===== config.mk =====
export PLATFORM = sky130hd
export DESIGN_NAME = masked_pixel_to_rgb888_unpack
export DESIGN_NICKNAME = d
export VERILOG_FILES = /design/src/hdl/mpxu_pkg.sv /design/src/hdl/mpxu_scale.sv /design/src/hdl/mpxu_frame.sv /design/src/hdl/masked_pixel_to_rgb888_unpack.sv
export VERILOG_INCLUDE_DIRS = /design/src /design/src/hdl
export SDC_FILE = /design/constraint.sdc
export NUM_CORES = 1
export LEC_CHECK = 0
export BUFFER_PORTS_ARGS = -buffer_cell sky130_fd_sc_hd__buf_2
export CAP_MARGIN = 5
export CORE_MARGIN = 2
export CORE_UTILIZATION = 65
export CTS_BUF_LIST = sky130_fd_sc_hd__clkbuf_4
export DETAILED_ROUTE_END_ITERATION = 12
export PLACE_DENSITY = 0.83
export REMOVE_ABC_BUFFERS = 1
export SYNTH_ARGS = -nofsm -noshare
export SYNTH_HDL_FRONTEND = slang
export SYNTH_SLANG_ARGS = --single-unit

===== constraint.sdc =====
create_clock -name clk -period 12.2 [get_ports clk]
set_input_delay 1.22 -clock clk [delete_from_list [all_inputs] [get_ports clk]]
set_output_delay 1.22 -clock clk [all_outputs]
set_load 0.02 [all_outputs]

===== src/hdl/masked_pixel_to_rgb888_unpack_assert.svh =====
// Assertion macros shared by the unpacker RTL.
// Both macros expect clk and rst_n in scope.
`ifndef MASKED_PIXEL_TO_RGB888_UNPACK_ASSERT_SVH
`define MASKED_PIXEL_TO_RGB888_UNPACK_ASSERT_SVH

// Same-cycle implication.
`define MPXU_ASSERT_IMP(lbl, ante, cons) \
  lbl: assert property (@(posedge clk) disable iff (!rst_n) (ante) |-> (cons)) \
    else $error("mpxu: same-cycle check failed");

// Next-cycle implication.
`define MPXU_ASSERT_NXT(lbl, ante, cons) \
  lbl: assert property (@(posedge clk) disable iff (!rst_n) (ante) |=> (cons)) \
    else $error("mpxu: next-cycle check failed");

`endif


===== src/hdl/mpxu_pkg.sv =====
`default_nettype none

package mpxu_pkg;

  // Register indexes on the configuration port
  localparam logic [2:0] REG_BPP        = 3'd0;
  localparam logic [2:0] REG_MSB_FIRST  = 3'd1;
  localparam logic [2:0] REG_RED_MASK   = 3'd2;
  localparam logic [2:0] REG_GREEN_MASK = 3'd3;
  localparam logic [2:0] REG_BLUE_MASK  = 3'd4;
  localparam logic [2:0] REG_ROW_PIXELS = 3'd5;
  localparam logic [2:0] REG_ROW_STRIDE = 3'd6;
  localparam logic [2:0] REG_ROW_COUNT  = 3'd7;

  // Register reset values
  localparam logic [2:0]  RST_BPP        = 3'd4;
  localparam logic        RST_MSB_FIRST  = 1'b0;
  localparam logic [31:0] RST_RED_MASK   = 32'h00FF_0000;
  localparam logic [31:0] RST_GREEN_MASK = 32'h0000_FF00;
  localparam logic [31:0] RST_BLUE_MASK  = 32'h0000_00FF;
  localparam logic [12:0] RST_ROW_PIXELS = 13'd640;
  localparam logic [14:0] RST_ROW_STRIDE = 15'd2560;
  localparam logic [12:0] RST_ROW_COUNT  = 13'd480;

  // Largest row count per frame
  localparam logic [12:0] MAX_ROWS = 13'd4096;

  // Color channel codes for the shared scaler
  localparam logic [1:0] CH_RED   = 2'd0;
  localparam logic [1:0] CH_GREEN = 2'd1;
  localparam logic [1:0] CH_BLUE  = 2'd2;

  // Framing configuration seen by the byte assembler
  typedef struct packed {
    logic [2:0]  bpp;
    logic        msb_first;
    logic [12:0] row_pixels;
    logic [14:0] row_stride;
    logic [12:0] row_count;
  } cfg_t;

  // Marks that travel with a completed pixel
  typedef struct packed {
    logic row_end;
    logic frame_end;
  } mark_t;

endpackage

`default_nettype wire


===== src/hdl/mpxu_scale.sv =====
`default_nettype none

// Shared channel scaler: q = floor((510*v + m) / (2*m)), v = word & mask.
// One restoring quotient bit per cycle; a zero mask gives 0.
module mpxu_scale (
  input  wire logic        clk,
  input  wire logic        rst_n,
  input  wire logic        start,
  input  wire logic [31:0] word,
  input  wire logic [31:0] mask,
  output logic             done,
  output logic [7:0]       q
);

  localparam logic [1:0] SC_IDLE = 2'd0;
  localparam logic [1:0] SC_MUL  = 2'd1;
  localparam logic [1:0] SC_ADD  = 2'd2;
  localparam logic [1:0] SC_DIV  = 2'd3;

  logic [1:0]  state_r, state_nxt;
  logic [2:0]  cnt_r, cnt_nxt;
  logic        done_r, done_nxt;
  logic [31:0] val_r;
  logic [31:0] msk_r;
  logic [40:0] rem_r;
  logic [39:0] dvs_r;
  logic [7:0]  q_r;
  logic        ge;

  assign ge = rem_r >= {1'b0, dvs_r};

  // Sequencer
  always_comb begin
    state_nxt = state_r;
    cnt_nxt   = cnt_r;
    done_nxt  = 1'b0;
    unique case (state_r)
      SC_IDLE: if (start) state_nxt = SC_MUL;
      SC_MUL:  state_nxt = SC_ADD;
      SC_ADD: begin
        state_nxt = SC_DIV;
        cnt_nxt   = 3'd0;
      end
      SC_DIV: begin
        cnt_nxt = cnt_r + 3'd1;
        if (cnt_r == 3'd7) begin
          state_nxt = SC_IDLE;
          done_nxt  = 1'b1;
        end
      end
      default: state_nxt = SC_IDLE;
    endcase
  end

  always_ff @(posedge clk) begin
    if (!rst_n) begin
      state_r <= SC_IDLE;
      cnt_r   <= 3'd0;
      done_r  <= 1'b0;
    end else begin
      state_r <= state_nxt;
      cnt_r   <= cnt_nxt;
      done_r  <= done_nxt;
    end
  end

  // Datapath: latch operands, form 510*v by shift-subtract, add m, divide
  always_ff @(posedge clk) begin
    unique case (state_r)
      SC_IDLE: begin
        if (start) begin
          val_r <= word & mask;
          msk_r <= mask;
        end
      end
      SC_MUL: begin
        rem_r <= ({9'd0, val_r} << 9) - ({9'd0, val_r} << 1);
      end
      SC_ADD: begin
        rem_r <= rem_r + {9'd0, msk_r};
        dvs_r <= {msk_r, 8'd0};
      end
      SC_DIV: begin
        if (ge) rem_r <= rem_r - {1'b0, dvs_r};
        dvs_r <= dvs_r >> 1;
        q_r   <= {q_r[6:0], ge};
      end
      default: ;
    endcase
  end

  assign done = done_r;
  assign q    = (msk_r == 32'd0) ? 8'd0 : q_r;

endmodule

`default_nettype wire


===== src/hdl/mpxu_frame.sv =====
`default_nettype none

// Byte assembler and row/frame counters. Flags the byte that completes a pixel.
module mpxu_frame #(
  parameter int MAX_ROW_PIXELS = 4096,
  parameter int MAX_ROW_STRIDE = 16384
) (
  input  wire logic           clk,
  input  wire logic           rst_n,
  input  wire logic           accept,
  input  wire logic [7:0]     image_byte,
  input  wire mpxu_pkg::cfg_t cfg,
  output logic                pix_last,
  output logic [31:0]         word,
  output mpxu_pkg::mark_t     mark
);

  logic [31:0] word_r, word_nxt;
  logic [1:0]  bip_r, bip_nxt;
  logic [13:0] bir_r, bir_nxt;
  logic [11:0] pir_r, pir_nxt;
  logic [11:0] ri_r, ri_nxt;
  mpxu_pkg::mark_t mark_r, mark_nxt;

  logic [2:0]  bpp_c;
  logic [12:0] rp_c;
  logic [14:0] rs_c;
  logic [12:0] rc_c;
  logic        pad;
  logic [14:0] bir_inc;
  logic        row_wrap;
  logic        last_row;
  logic        row_last_pix;
  logic [31:0] base;
  logic [31:0] assembled;

  // Clamp configuration to legal ranges
  always_comb begin
    if (cfg.bpp == 3'd0)      bpp_c = 3'd1;
    else if (cfg.bpp > 3'd4)  bpp_c = 3'd4;
    else                      bpp_c = cfg.bpp;

    if (cfg.row_pixels == 13'd0)                            rp_c = 13'd1;
    else if ({19'd0, cfg.row_pixels} > 32'(MAX_ROW_PIXELS)) rp_c = 13'(MAX_ROW_PIXELS);
    else                                                    rp_c = cfg.row_pixels;

    if ({17'd0, cfg.row_stride} > 32'(MAX_ROW_STRIDE)) rs_c = 15'(MAX_ROW_STRIDE);
    else                                               rs_c = cfg.row_stride;

    if (cfg.row_count == 13'd0)                rc_c = 13'd1;
    else if (cfg.row_count > mpxu_pkg::MAX_ROWS) rc_c = mpxu_pkg::MAX_ROWS;
    else                                       rc_c = cfg.row_count;
  end

  // Position tests
  assign pad          = {1'b0, pir_r} >= rp_c;
  assign bir_inc      = {1'b0, bir_r} + 15'd1;
  assign row_wrap     = bir_inc >= rs_c;
  assign last_row     = ({1'b0, ri_r} + 13'd1) >= rc_c;
  assign row_last_pix = ({1'b0, pir_r} + 13'd1) >= rp_c;
  assign pix_last     = !pad && (({1'b0, bip_r} + 3'd1) >= bpp_c);

  // Merge the byte into the pixel word
  always_comb begin
    base = (bip_r == 2'd0) ? 32'd0 : word_r;
    if (cfg.msb_first) assembled = {base[23:0], image_byte};
    else               assembled = base | ({24'd0, image_byte} << {bip_r, 3'b000});
  end

  // Advance counters on each transfer
  always_comb begin
    word_nxt = word_r;
    bip_nxt  = bip_r;
    bir_nxt  = bir_r;
    pir_nxt  = pir_r;
    ri_nxt   = ri_r;
    mark_nxt = mark_r;
    if (accept) begin
      if (pad) begin
        if (row_wrap) begin
          bir_nxt = 14'd0;
          pir_nxt = 12'd0;
          bip_nxt = 2'd0;
          ri_nxt  = last_row ? 12'd0 : ri_r + 12'd1;
        end else begin
          bir_nxt = bir_inc[13:0];
        end
      end else begin
        word_nxt = assembled;
        if (!pix_last) begin
          bip_nxt = bip_r + 2'd1;
          bir_nxt = bir_inc[13:0];
        end else begin
          bip_nxt            = 2'd0;
          mark_nxt.row_end   = row_last_pix;
          mark_nxt.frame_end = row_last_pix && last_row;
          if (row_last_pix) begin
            if (row_wrap) begin
              bir_nxt = 14'd0;
              pir_nxt = 12'd0;
              ri_nxt  = last_row ? 12'd0 : ri_r + 12'd1;
            end else begin
              // a row of 4096 pixels leaves the counter parked at its top
              pir_nxt = rp_c[12] ? 12'hFFF : rp_c[11:0];
              bir_nxt = bir_inc[13:0];
            end
          end else begin
            pir_nxt = pir_r + 12'd1;
            bir_nxt = bir_inc[13:0];
          end
        end
      end
    end
  end

  always_ff @(posedge clk) begin
    if (!rst_n) begin
      bip_r <= 2'd0;
      bir_r <= 14'd0;
      pir_r <= 12'd0;
      ri_r  <= 12'd0;
    end else begin
      bip_r <= bip_nxt;
      bir_r <= bir_nxt;
      pir_r <= pir_nxt;
      ri_r  <= ri_nxt;
    end
  end

  always_ff @(posedge clk) begin
    word_r <= word_nxt;
    mark_r <= mark_nxt;
  end

  assign word = word_r;
  assign mark = mark_r;

endmodule

`default_nettype wire


===== src/hdl/masked_pixel_to_rgb888_unpack.sv =====
`default_nettype none

// Channel  Direction  Handshake          Payload
// in       input      in_valid/in_stall  in_image_byte
// out      output     out_valid/out_stall out_red, out_green, out_blue,
//                                         out_row_end, out_frame_end
// cfg      input      psel/penable/pready paddr, pwdata, prdata
//
// A byte that does not complete a pixel raises no stall.
// A pixel-completing byte holds in_stall high while the shared scaler works
// through the three channels in turn and the result is loaded into the output register.
// The result sits in an output register, so the next bytes flow while it waits.
// Reset (rst_n, synchronous) restores register defaults and clears counters.
// out_stall holds the output register and delays the hand-over of a finished pixel to it.
module masked_pixel_to_rgb888_unpack #(
  parameter int MAX_ROW_PIXELS = 4096,
  parameter int MAX_ROW_STRIDE = 16384
) (
  input  wire logic        clk,
  input  wire logic        rst_n,
  input  wire logic        in_valid,
  output logic             in_stall,
  input  wire logic [7:0]  in_image_byte,
  output logic             out_valid,
  input  wire logic        out_stall,
  output logic [7:0]       out_red,
  output logic [7:0]       out_green,
  output logic [7:0]       out_blue,
  output logic             out_row_end,
  output logic             out_frame_end,
  input  wire logic        psel,
  input  wire logic        penable,
  input  wire logic        pwrite,
  input  wire logic [4:0]  paddr,
  input  wire logic [31:0] pwdata,
  output logic [31:0]      prdata,
  output logic             pready
);

  localparam logic [1:0] T_IDLE = 2'd0;
  localparam logic [1:0] T_RUN  = 2'd1;
  localparam logic [1:0] T_HOLD = 2'd2;

  // Configuration registers
  logic [2:0]  bpp_r;
  logic        msb_first_r;
  logic [31:0] red_mask_r;
  logic [31:0] green_mask_r;
  logic [31:0] blue_mask_r;
  logic [12:0] row_pixels_r;
  logic [14:0] row_stride_r;
  logic [12:0] row_count_r;

  logic [1:0]  state_r, state_nxt;
  logic [1:0]  ch_r, ch_nxt;
  logic        start_r, start_nxt;
  logic [7:0]  red_s_r, green_s_r, blue_s_r;
  logic        out_valid_r;
  logic [7:0]  out_red_r, out_green_r, out_blue_r;
  mpxu_pkg::mark_t out_mark_r;

  logic            accept_in;
  logic            pix_last;
  logic [31:0]     pix_word;
  mpxu_pkg::mark_t pix_mark;
  mpxu_pkg::cfg_t  cfg;
  logic [31:0]     scale_mask;
  logic            scale_done;
  logic [7:0]      scale_q;
  logic            out_free;
  logic            load_out;
  logic            cfg_write;

  assign pready    = 1'b1;
  assign cfg_write = psel && penable && pwrite && pready;

  // Register writes
  always_ff @(posedge clk) begin
    if (!rst_n) begin
      bpp_r        <= mpxu_pkg::RST_BPP;
      msb_first_r  <= mpxu_pkg::RST_MSB_FIRST;
      red_mask_r   <= mpxu_pkg::RST_RED_MASK;
      green_mask_r <= mpxu_pkg::RST_GREEN_MASK;
      blue_mask_r  <= mpxu_pkg::RST_BLUE_MASK;
      row_pixels_r <= mpxu_pkg::RST_ROW_PIXELS;
      row_stride_r <= mpxu_pkg::RST_ROW_STRIDE;
      row_count_r  <= mpxu_pkg::RST_ROW_COUNT;
    end else if (cfg_write) begin
      unique case (paddr[4:2])
        mpxu_pkg::REG_BPP:        bpp_r        <= pwdata[2:0];
        mpxu_pkg::REG_MSB_FIRST:  msb_first_r  <= pwdata[0];
        mpxu_pkg::REG_RED_MASK:   red_mask_r   <= pwdata;
        mpxu_pkg::REG_GREEN_MASK: green_mask_r <= pwdata;
        mpxu_pkg::REG_BLUE_MASK:  blue_mask_r  <= pwdata;
        mpxu_pkg::REG_ROW_PIXELS: row_pixels_r <= pwdata[12:0];
        mpxu_pkg::REG_ROW_STRIDE: row_stride_r <= pwdata[14:0];
        mpxu_pkg::REG_ROW_COUNT:  row_count_r  <= pwdata[12:0];
      endcase
    end
  end

  // Register reads
  always_comb begin
    unique case (paddr[4:2])
      mpxu_pkg::REG_BPP:        prdata = {29'd0, bpp_r};
      mpxu_pkg::REG_MSB_FIRST:  prdata = {31'd0, msb_first_r};
      mpxu_pkg::REG_RED_MASK:   prdata = red_mask_r;
      mpxu_pkg::REG_GREEN_MASK: prdata = green_mask_r;
      mpxu_pkg::REG_BLUE_MASK:  prdata = blue_mask_r;
      mpxu_pkg::REG_ROW_PIXELS: prdata = {19'd0, row_pixels_r};
      mpxu_pkg::REG_ROW_STRIDE: prdata = {17'd0, row_stride_r};
      mpxu_pkg::REG_ROW_COUNT:  prdata = {19'd0, row_count_r};
    endcase
  end

  assign cfg.bpp        = bpp_r;
  assign cfg.msb_first  = msb_first_r;
  assign cfg.row_pixels = row_pixels_r;
  assign cfg.row_stride = row_stride_r;
  assign cfg.row_count  = row_count_r;

  assign in_stall  = (state_r != T_IDLE);
  assign accept_in = in_valid && !in_stall;

  mpxu_frame #(
    .MAX_ROW_PIXELS (MAX_ROW_PIXELS),
    .MAX_ROW_STRIDE (MAX_ROW_STRIDE)
  ) u_frame (
    .clk        (clk),
    .rst_n      (rst_n),
    .accept     (accept_in),
    .image_byte (in_image_byte),
    .cfg        (cfg),
    .pix_last   (pix_last),
    .word       (pix_word),
    .mark       (pix_mark)
  );

  // Pick the mask for the channel in progress
  always_comb begin
    unique case (ch_r)
      mpxu_pkg::CH_RED:   scale_mask = red_mask_r;
      mpxu_pkg::CH_GREEN: scale_mask = green_mask_r;
      default:            scale_mask = blue_mask_r;
    endcase
  end

  mpxu_scale u_scale (
    .clk   (clk),
    .rst_n (rst_n),
    .start (start_r),
    .word  (pix_word),
    .mask  (scale_mask),
    .done  (scale_done),
    .q     (scale_q)
  );

  assign out_free = !out_valid_r || !out_stall;
  assign load_out = (state_r == T_HOLD) && out_free;

  // Sequence the three channels through the scaler
  always_comb begin
    state_nxt = state_r;
    ch_nxt    = ch_r;
    start_nxt = 1'b0;
    unique case (state_r)
      T_IDLE: begin
        if (accept_in && pix_last) begin
          state_nxt = T_RUN;
          ch_nxt    = mpxu_pkg::CH_RED;
          start_nxt = 1'b1;
        end
      end
      T_RUN: begin
        if (scale_done) begin
          if (ch_r == mpxu_pkg::CH_BLUE) begin
            state_nxt = T_HOLD;
          end else begin
            ch_nxt    = ch_r + 2'd1;
            start_nxt = 1'b1;
          end
        end
      end
      T_HOLD: begin
        if (out_free) state_nxt = T_IDLE;
      end
      default: state_nxt = T_IDLE;
    endcase
  end

  always_ff @(posedge clk) begin
    if (!rst_n) begin
      state_r <= T_IDLE;
      ch_r    <= mpxu_pkg::CH_RED;
      start_r <= 1'b0;
    end else begin
      state_r <= state_nxt;
      ch_r    <= ch_nxt;
      start_r <= start_nxt;
    end
  end

  // Collect channel results
  always_ff @(posedge clk) begin
    if (scale_done) begin
      unique case (ch_r)
        mpxu_pkg::CH_RED:   red_s_r   <= scale_q;
        mpxu_pkg::CH_GREEN: green_s_r <= scale_q;
        default:            blue_s_r  <= scale_q;
      endcase
    end
  end

  // Output register: load when free, drop valid after the transfer
  always_ff @(posedge clk) begin
    if (!rst_n) begin
      out_valid_r <= 1'b0;
    end else if (load_out) begin
      out_valid_r <= 1'b1;
    end else if (!out_stall) begin
      out_valid_r <= 1'b0;
    end
  end

  always_ff @(posedge clk) begin
    if (load_out) begin
      out_red_r   <= red_s_r;
      out_green_r <= green_s_r;
      out_blue_r  <= blue_s_r;
      out_mark_r  <= pix_mark;
    end
  end

  assign out_valid     = out_valid_r;
  assign out_red       = out_red_r;
  assign out_green     = out_green_r;
  assign out_blue      = out_blue_r;
  assign out_row_end   = out_mark_r.row_end;
  assign out_frame_end = out_mark_r.frame_end;

`include "masked_pixel_to_rgb888_unpack_assert.svh"

  `MPXU_ASSERT_NXT(a_stall_after_pixel, accept_in && pix_last, in_stall)
  `MPXU_ASSERT_IMP(a_done_only_running, scale_done, state_r == T_RUN)
  `MPXU_ASSERT_IMP(a_zero_mask_zero, scale_done && (scale_mask == 32'd0), scale_q == 8'd0)

endmodule

`default_nettype wire

# After elaboration in Yosys (flattened, before gate mapping)
# Cells that the tools add are included.
[classes]
muxes = 53
magnitude_cmp = 10
mul = 0
eq_ne = 25
n_shift = 1
n_addsub = 12
div_mod_pow = 0
n_bitwise = 4
n_reduce_logical = 50
[ops]
columns = ["operator", "n"]
rows = [
  ["case mux 32 bit (8 select lines)", 1],
  ["two-way mux 12 bit", 11],
  ["case mux 41 bit (3 select lines)", 1],
  ["case mux 40 bit (2 select lines)", 1],
  ["two-way mux 32 bit", 2],
  ["case mux 32 bit (2 select lines)", 1],
  ["two-way mux 14 bit", 4],
  ["two-way mux 13 bit", 4],
  ["adder 41 x 32 -> 41 bit", 1],
  ["greater-or-equal comparator 41 x 40 -> 1 bit", 1],
  ["two-way mux 41 bit", 1],
  ["subtractor 41 x 33 -> 41 bit", 1],
  ["subtractor 41 x 40 -> 41 bit", 1],
  ["AND reduction 2 bit", 17],
  ["AND 32 bit", 1],
  ["zero test 32 bit", 1],
  ["OR 32 bit", 1],
  ["<< shifter 8 x 5 -> 32 bit", 1],
  ["adder 12 x 1 -> 13 bit, second input constant", 2],
  ["greater-or-equal comparator 13 bit", 2],
  ["> comparator 13 bit, second input constant", 2],
  ["zero test 13 bit", 2],
  ["adder 12 x 1 -> 12 bit, second input constant", 2],
  ["two-way mux 2 bit", 12],
  ["36 further kinds", 82],
]
[totals]
input_bits = 52
mem_count = 0
rom_bits = 0
word_cells = 190
latch_bits = 0
register_bits = 430
ramBits = 0

# Logic depth before layout (Yosys ltp)
[logic_depth]
depth_word = 9
depth_mapped = 17

# Hierarchy
# A second synthesis with hierarchy kept.
[unflattened]
hier_cells = 2764
hier_area_um2 = 26525.4
[by_module_without_submodules]
columns = ["module", "cells_each", "seq_area_each_um2", "instances", "area_each_um2"]
rows = [
  ["mpxu_scale", 1281, 4714.5, 1, 12295.5],
  ["masked_pixel_to_rgb888_unpack", 872, 4444.3, 1, 8768.4],
  ["mpxu_frame", 611, 1821.7, 1, 5461.5],
]

# Worst setup path after synthesis
# No wires, ideal clock.
[synth_timing]
path_kind = "register to register"
start = "register u_scale.rem_r[22]"
end = "register u_scale.rem_r[0] (enable)"
arrival_time_ns = 4.040
setup_ns = 0.453
path_slack_ns = 7.707
synth_period_minus_slack_ns = 4.493
path_stages_with_launch = 11
path_cell_list = "edfxtp_1 > ha_1 > clkbuf_1 > o211ai_1 > a21oi_1 > a31o_1 > a211o_1 > a31oi_2 > o31ai_1 > a21oi_1 > a21oi_1"
[synth_via]
elab_chain_cells = 3
[synth_lines]
columns = ["item", "line_no", "source"]
rows = [
  ["start, declared", "mpxu_scale.sv:25", "logic [40:0] rem_r;"],
  ["start signal, assigned", "mpxu_scale.sv:77", "rem_r <= ({9'd0, val_r} << 9) - ({9'd0, val_r} << 1);"],
  ["start signal, assigned", "mpxu_scale.sv:80", "rem_r <= rem_r + {9'd0, msk_r};"],
  ["start signal, assigned", "mpxu_scale.sv:84", "if (ge) rem_r <= rem_r - {1'b0, dvs_r};"],
  ["greater-or-equal comparator 41 x 40 -> 1 bit", "mpxu_scale.sv:30", "assign ge = rem_r >= {1'b0, dvs_r};"],
  ["inequality test 2 x 1 -> 1 bit (no line)", "-", ""],
  ["AND reduction 2 bit (no line)", "-", ""],
]
# No other way between the ends.
# A chain may end at the register's enable or synchronous reset.

# Worst setup path after layout
[layout_timing]
start = "input paddr[2]"
end = "output prdata[1]"
[layout_via]
elab_chain_cells = 2
word_cells_on_any_way = 9
[layout_lines]
columns = ["item", "line_no", "source"]
rows = [
  ["start, declared", "masked_pixel_to_rgb888_unpack.sv:34", "input wire logic [4:0] paddr,"],
  ["== test 3 bit (tied with other cells)", "masked_pixel_to_rgb888_unpack.sv:104", "unique case (paddr[4:2])"],
  ["case mux 32 bit (8 select lines) *", "masked_pixel_to_rgb888_unpack.sv:104", ""],
  ["end, declared", "masked_pixel_to_rgb888_unpack.sv:36", "output logic [31:0] prdata,"],
]
# Every way passes the cells marked *; elsewhere a longest branch is shown, timed or not.

==> reports/results.tsv <==
stage	metric	value	unit
critical_path	crit_fanout	48	
job	maxCapViolCount	0	
timing	tightest_slew	1.27	ns
die	die_x	203	um
critical_path	path_common_cell	buf_2	
timing	clock.fmax	204	MHz
layout	stdcell_count	3574	
routing	vias	22700	
timing	fin_tns_setup	0	ns
placed_design	pre_cts_slack	7.43	ns
critical_path	timing.rr.end	u_frame.ri_r[3]$_SDFFE_PN0P_	
critical_path	crit_arrival	3.67	ns
synthesis	synth_top_area_share	27.5	%
grt	grt-ovfl-total	0	
critical_path	worstPathRequired	10.98	ns
timing	timing.hold.ws	0.418	ns
synthesis	synthCells	2869	
pwr	p_leak	11.3	nW
hold_path	whs_path_depth	0	
clock_tree	post_cts_buffers	0	
routing	avgViaCountPerCell	6.35	
pwr	ir_drop	92.9	uV
clock_tree	numCtsBuffers	103	
timing	skew	0.0980	ns
timing	layout_min_cycle_time	4.89	ns
timing	relSlewSlack	15.4	%
critical_path	endpoint_kind	output port	
grt	grt_max_degree	110	
synthesis	synth_cell_types	93	
placed_design	finalWeightedCongestion	0.961	
status	outcome	finished, final reports clean	
die	io_pins	113	
hold_path	holdCritPathClass	flop to flop	
synthesis	synth_area	25800	um2
die	core-area	39500	um2
critical_path	r2r_cells	15	
synthesis	synth_edf_count	237	
die	initial_core_util	65.5	%
synthesis	synthTopCellsByCount	567 x nand2_1, 264 x a21oi_1, 237 x edfxtp_1	
timing	maxSlewViolCount	0	
critical_path	worst-r2r-setup-slack	7.79	ns
layout	stdcell_area	28100	um2
layout	n_fill_cell	2976	
clock_tree	cts.reportedPaths.clkPinSlew	0.07	ns
grt	grt_antenna_before_repair	4	
critical_path	cpPeakStageDelay	0.64	ns
routing	first_pass_iters	6	
synthesis	async_reset_ff_share	0	%
synthesis	syn_avg_cell_area	9.01	um2
synthesis	synth.most_common_cell	nand2_1	
clock_tree	cts_htree_levels	3	
critical_path	worst-path-buf-inv	3	
synthesis	ys.flop_type	edfxtp_1	
pwr	power_density	145	nW/um2
placed_design	io_buffers	109	
hold_path	hold_end	out_red[6]$_DFFE_PP_	
placed_design	dp_hpwl	50800	um
critical_path	r2r_start	u_frame.pir_r[0]$_SDFFE_PN0P_	
clock_tree	cts-resized-gates	0	
grt	grt_pass1_wl	113000	um
die	die_y	203	um
clock_tree	holdBufCountCts	0	
clock_tree	clkLatencyLatePin	0.87	ns
layout	nets	3186	
layout	drive_gt1_share	12.8	%
clock_tree	cts-root-buf	clkbuf_4	
placed_design	place_area	26700	um2
synthesis	synth.area.top_cells	edfxtp_1 28%, dfxtp_1 15%, nand2_1 8.2%, ha_1 8.1%, a21oi_1 5.1%	
critical_path	crit_type	input pin to output port	
critical_path	start_kind	input pin	
synthesis	ys_ff_latch	430	
critical_path	path_cells	buf_2, buf_4, nor2b_1, and2_1, nand2_1, o21ai_0, o31ai_1, a21oi_1, buf_2	
grt	gr-usage-all-layers	34.2	%
placed_design	place_inst	3385	
die	row_count	73	
timing	setup_slack	7.31	ns
routing	drc	0	
routing	finalWirelength	72000	um
timing	setup_viol	0	
layout	syn_to_final_growth	8.72	%
clock_tree	cts.path.max_buffers	3	
hold_path	hold_start	red_s_r[6]$_DFFE_PP_	
timing	fin_crit_sh	40.1	%
critical_path	critPathTopFamily	buffers and inverters	
critical_path	cp_slowest_cell	buf_4	
clock_tree	tritoncts	yes	
clock_tree	clkSinkCount	430	
routing	drt.antenna.violating_nets	0	
grt	grt_pass1_vias	21600	
die	die_area	41400	um2
synthesis	synth_top_area_cell	edfxtp_1	
routing	drtIter0Drc	2389	
synthesis	synth_seq_area_share	42.5	%
timing	hold_viol	0	
timing	rsz0062_at_grt	no	
synthesis	synth_warnings	0	
routing	detail_route.wl_per_cell	20.1	um
[cell type report]
cell class	count	area (um2)	area share (%)
multi-input combinational	2188	14000	49.7
sequential	430	11000	39.1
clock buffer	152	1140	4.06
timing repair buffer	131	711	2.53
tap	525	657	2.34
inverter	111	418	1.49
clock inverter	33	229	0.815
antenna	4	10.0	0.0356
[power breakdown]
group          total (mW)  switching, mW  internal [mW]
clock                1.24          0.600          0.636
combinational        1.14          0.709          0.430
sequential           1.70         0.0755           1.62
[kinds of logic (layout without fill, tap and decap cells)]
group,after synthesis,after routing,share of synthesized area [%]
AO/OA/AOI/OAI,725,725,18.0
XOR/XNOR,147,147,4.98
adder cells (fa/ha/maj),169,169,8.24
buffers and inverters,251,427,3.71
flip-flops,430,430,42.5
multiplexers,87,87,3.70
other,1,5,0.0145
AND/OR/NAND/NOR,1059,1059,18.8
[worst max path at each step]
stage | start | to | slack (ns) | cells past startpoint
floorplan | u_scale.rem_r[12]$_DFFE_PP_ | u_scale.rem_r[0]$_DFFE_PP_ | 7.72 | 9
global placement | paddr[2] | prdata[1] | 7.43 | 9
detailed placement | paddr[2] | prdata[1] | 7.43 | 9
CTS | paddr[2] | prdata[1] | 7.41 | 9
global route | paddr[2] | prdata[1] | 7.26 | 9
finish | paddr[2] | prdata[1] | 7.31 | 9
[state kept, by name, indices dropped and copies added, names as in the netlist, 14 cells and up]
register       flops
u_frame.word      32
u_scale.msk_r     32
blue_mask_r       32
u_scale.rem_r     41
green_mask_r      32
u_frame.bir_r     14
u_scale.val_r     32
u_scale.dvs_r     40
row_stride_r      15
red_mask_r        32
[per-layer routing]
metal | part of all wire, % | global-route usage [%]
met1 | 40 | 45.3
met2 | 46 | 54.9
met5 | 0.0097 | 0
met4 | 4.0 | 14.1
met3 | 10 | 7.06
[metrics by stage]
step / utilization, % / total power [mW]
after floorplan: - / 2.52
after global placement: 67.7 / 2.79
after detailed placement: 67.7 / 2.82
after CTS: 71.2 / 4.05
after global routing: 71.2 / 4.27
final: 71.2 / 4.08
[cell usage in the layout, fill, tap and decap left out, types with 8 or more instances in the layout]
| cell type | instances |
|---|---|
| a211oi_1 | 15 |
| a21boi_0 | 9 |
| a21o_1 | 57 |
| a21oi_1 | 262 |
| a22o_1 | 13 |
| a22oi_1 | 50 |
| a31oi_1 | 28 |
| and2_1 | 45 |
| and3_1 | 36 |
| buf_2 | 109 |
| buf_4 | 22 |
| clkbuf_4 | 152 |
| clkinv_1 | 22 |
| dfxtp_1 | 193 |
| edfxtp_1 | 237 |
| ha_1 | 166 |
| inv_1 | 109 |
| mux2_2 | 39 |
| mux2i_1 | 45 |
| nand2_1 | 567 |
| nand2b_1 | 23 |
| nand3_1 | 94 |
| nand4_1 | 26 |
| nor2_1 | 104 |
| nor2b_1 | 61 |
| nor3_1 | 23 |
| nor4_1 | 25 |
| o211ai_1 | 8 |
| o21a_1 | 11 |
| o21ai_0 | 110 |
| o21ai_1 | 15 |
| o21bai_1 | 14 |
| o221ai_1 | 24 |
| o22ai_1 | 19 |
| o2bb2ai_1 | 11 |
| o31ai_1 | 8 |
| or2_2 | 15 |
| or3_1 | 10 |
| xnor2_1 | 74 |
| xor2_1 | 73 |
[worst reg2reg max path: cells and delay by family, from the launching register on]
kind / cells / cell delay (ns)
flops: 1 / 0.43
compound gates: 5 / 1.85
xor+xnor: 1 / 0.20
fa+ha+maj: 2 / 0.49
simple gates: 7 / 1.28
No activity file was read; power rests on OpenSTA's default activity.
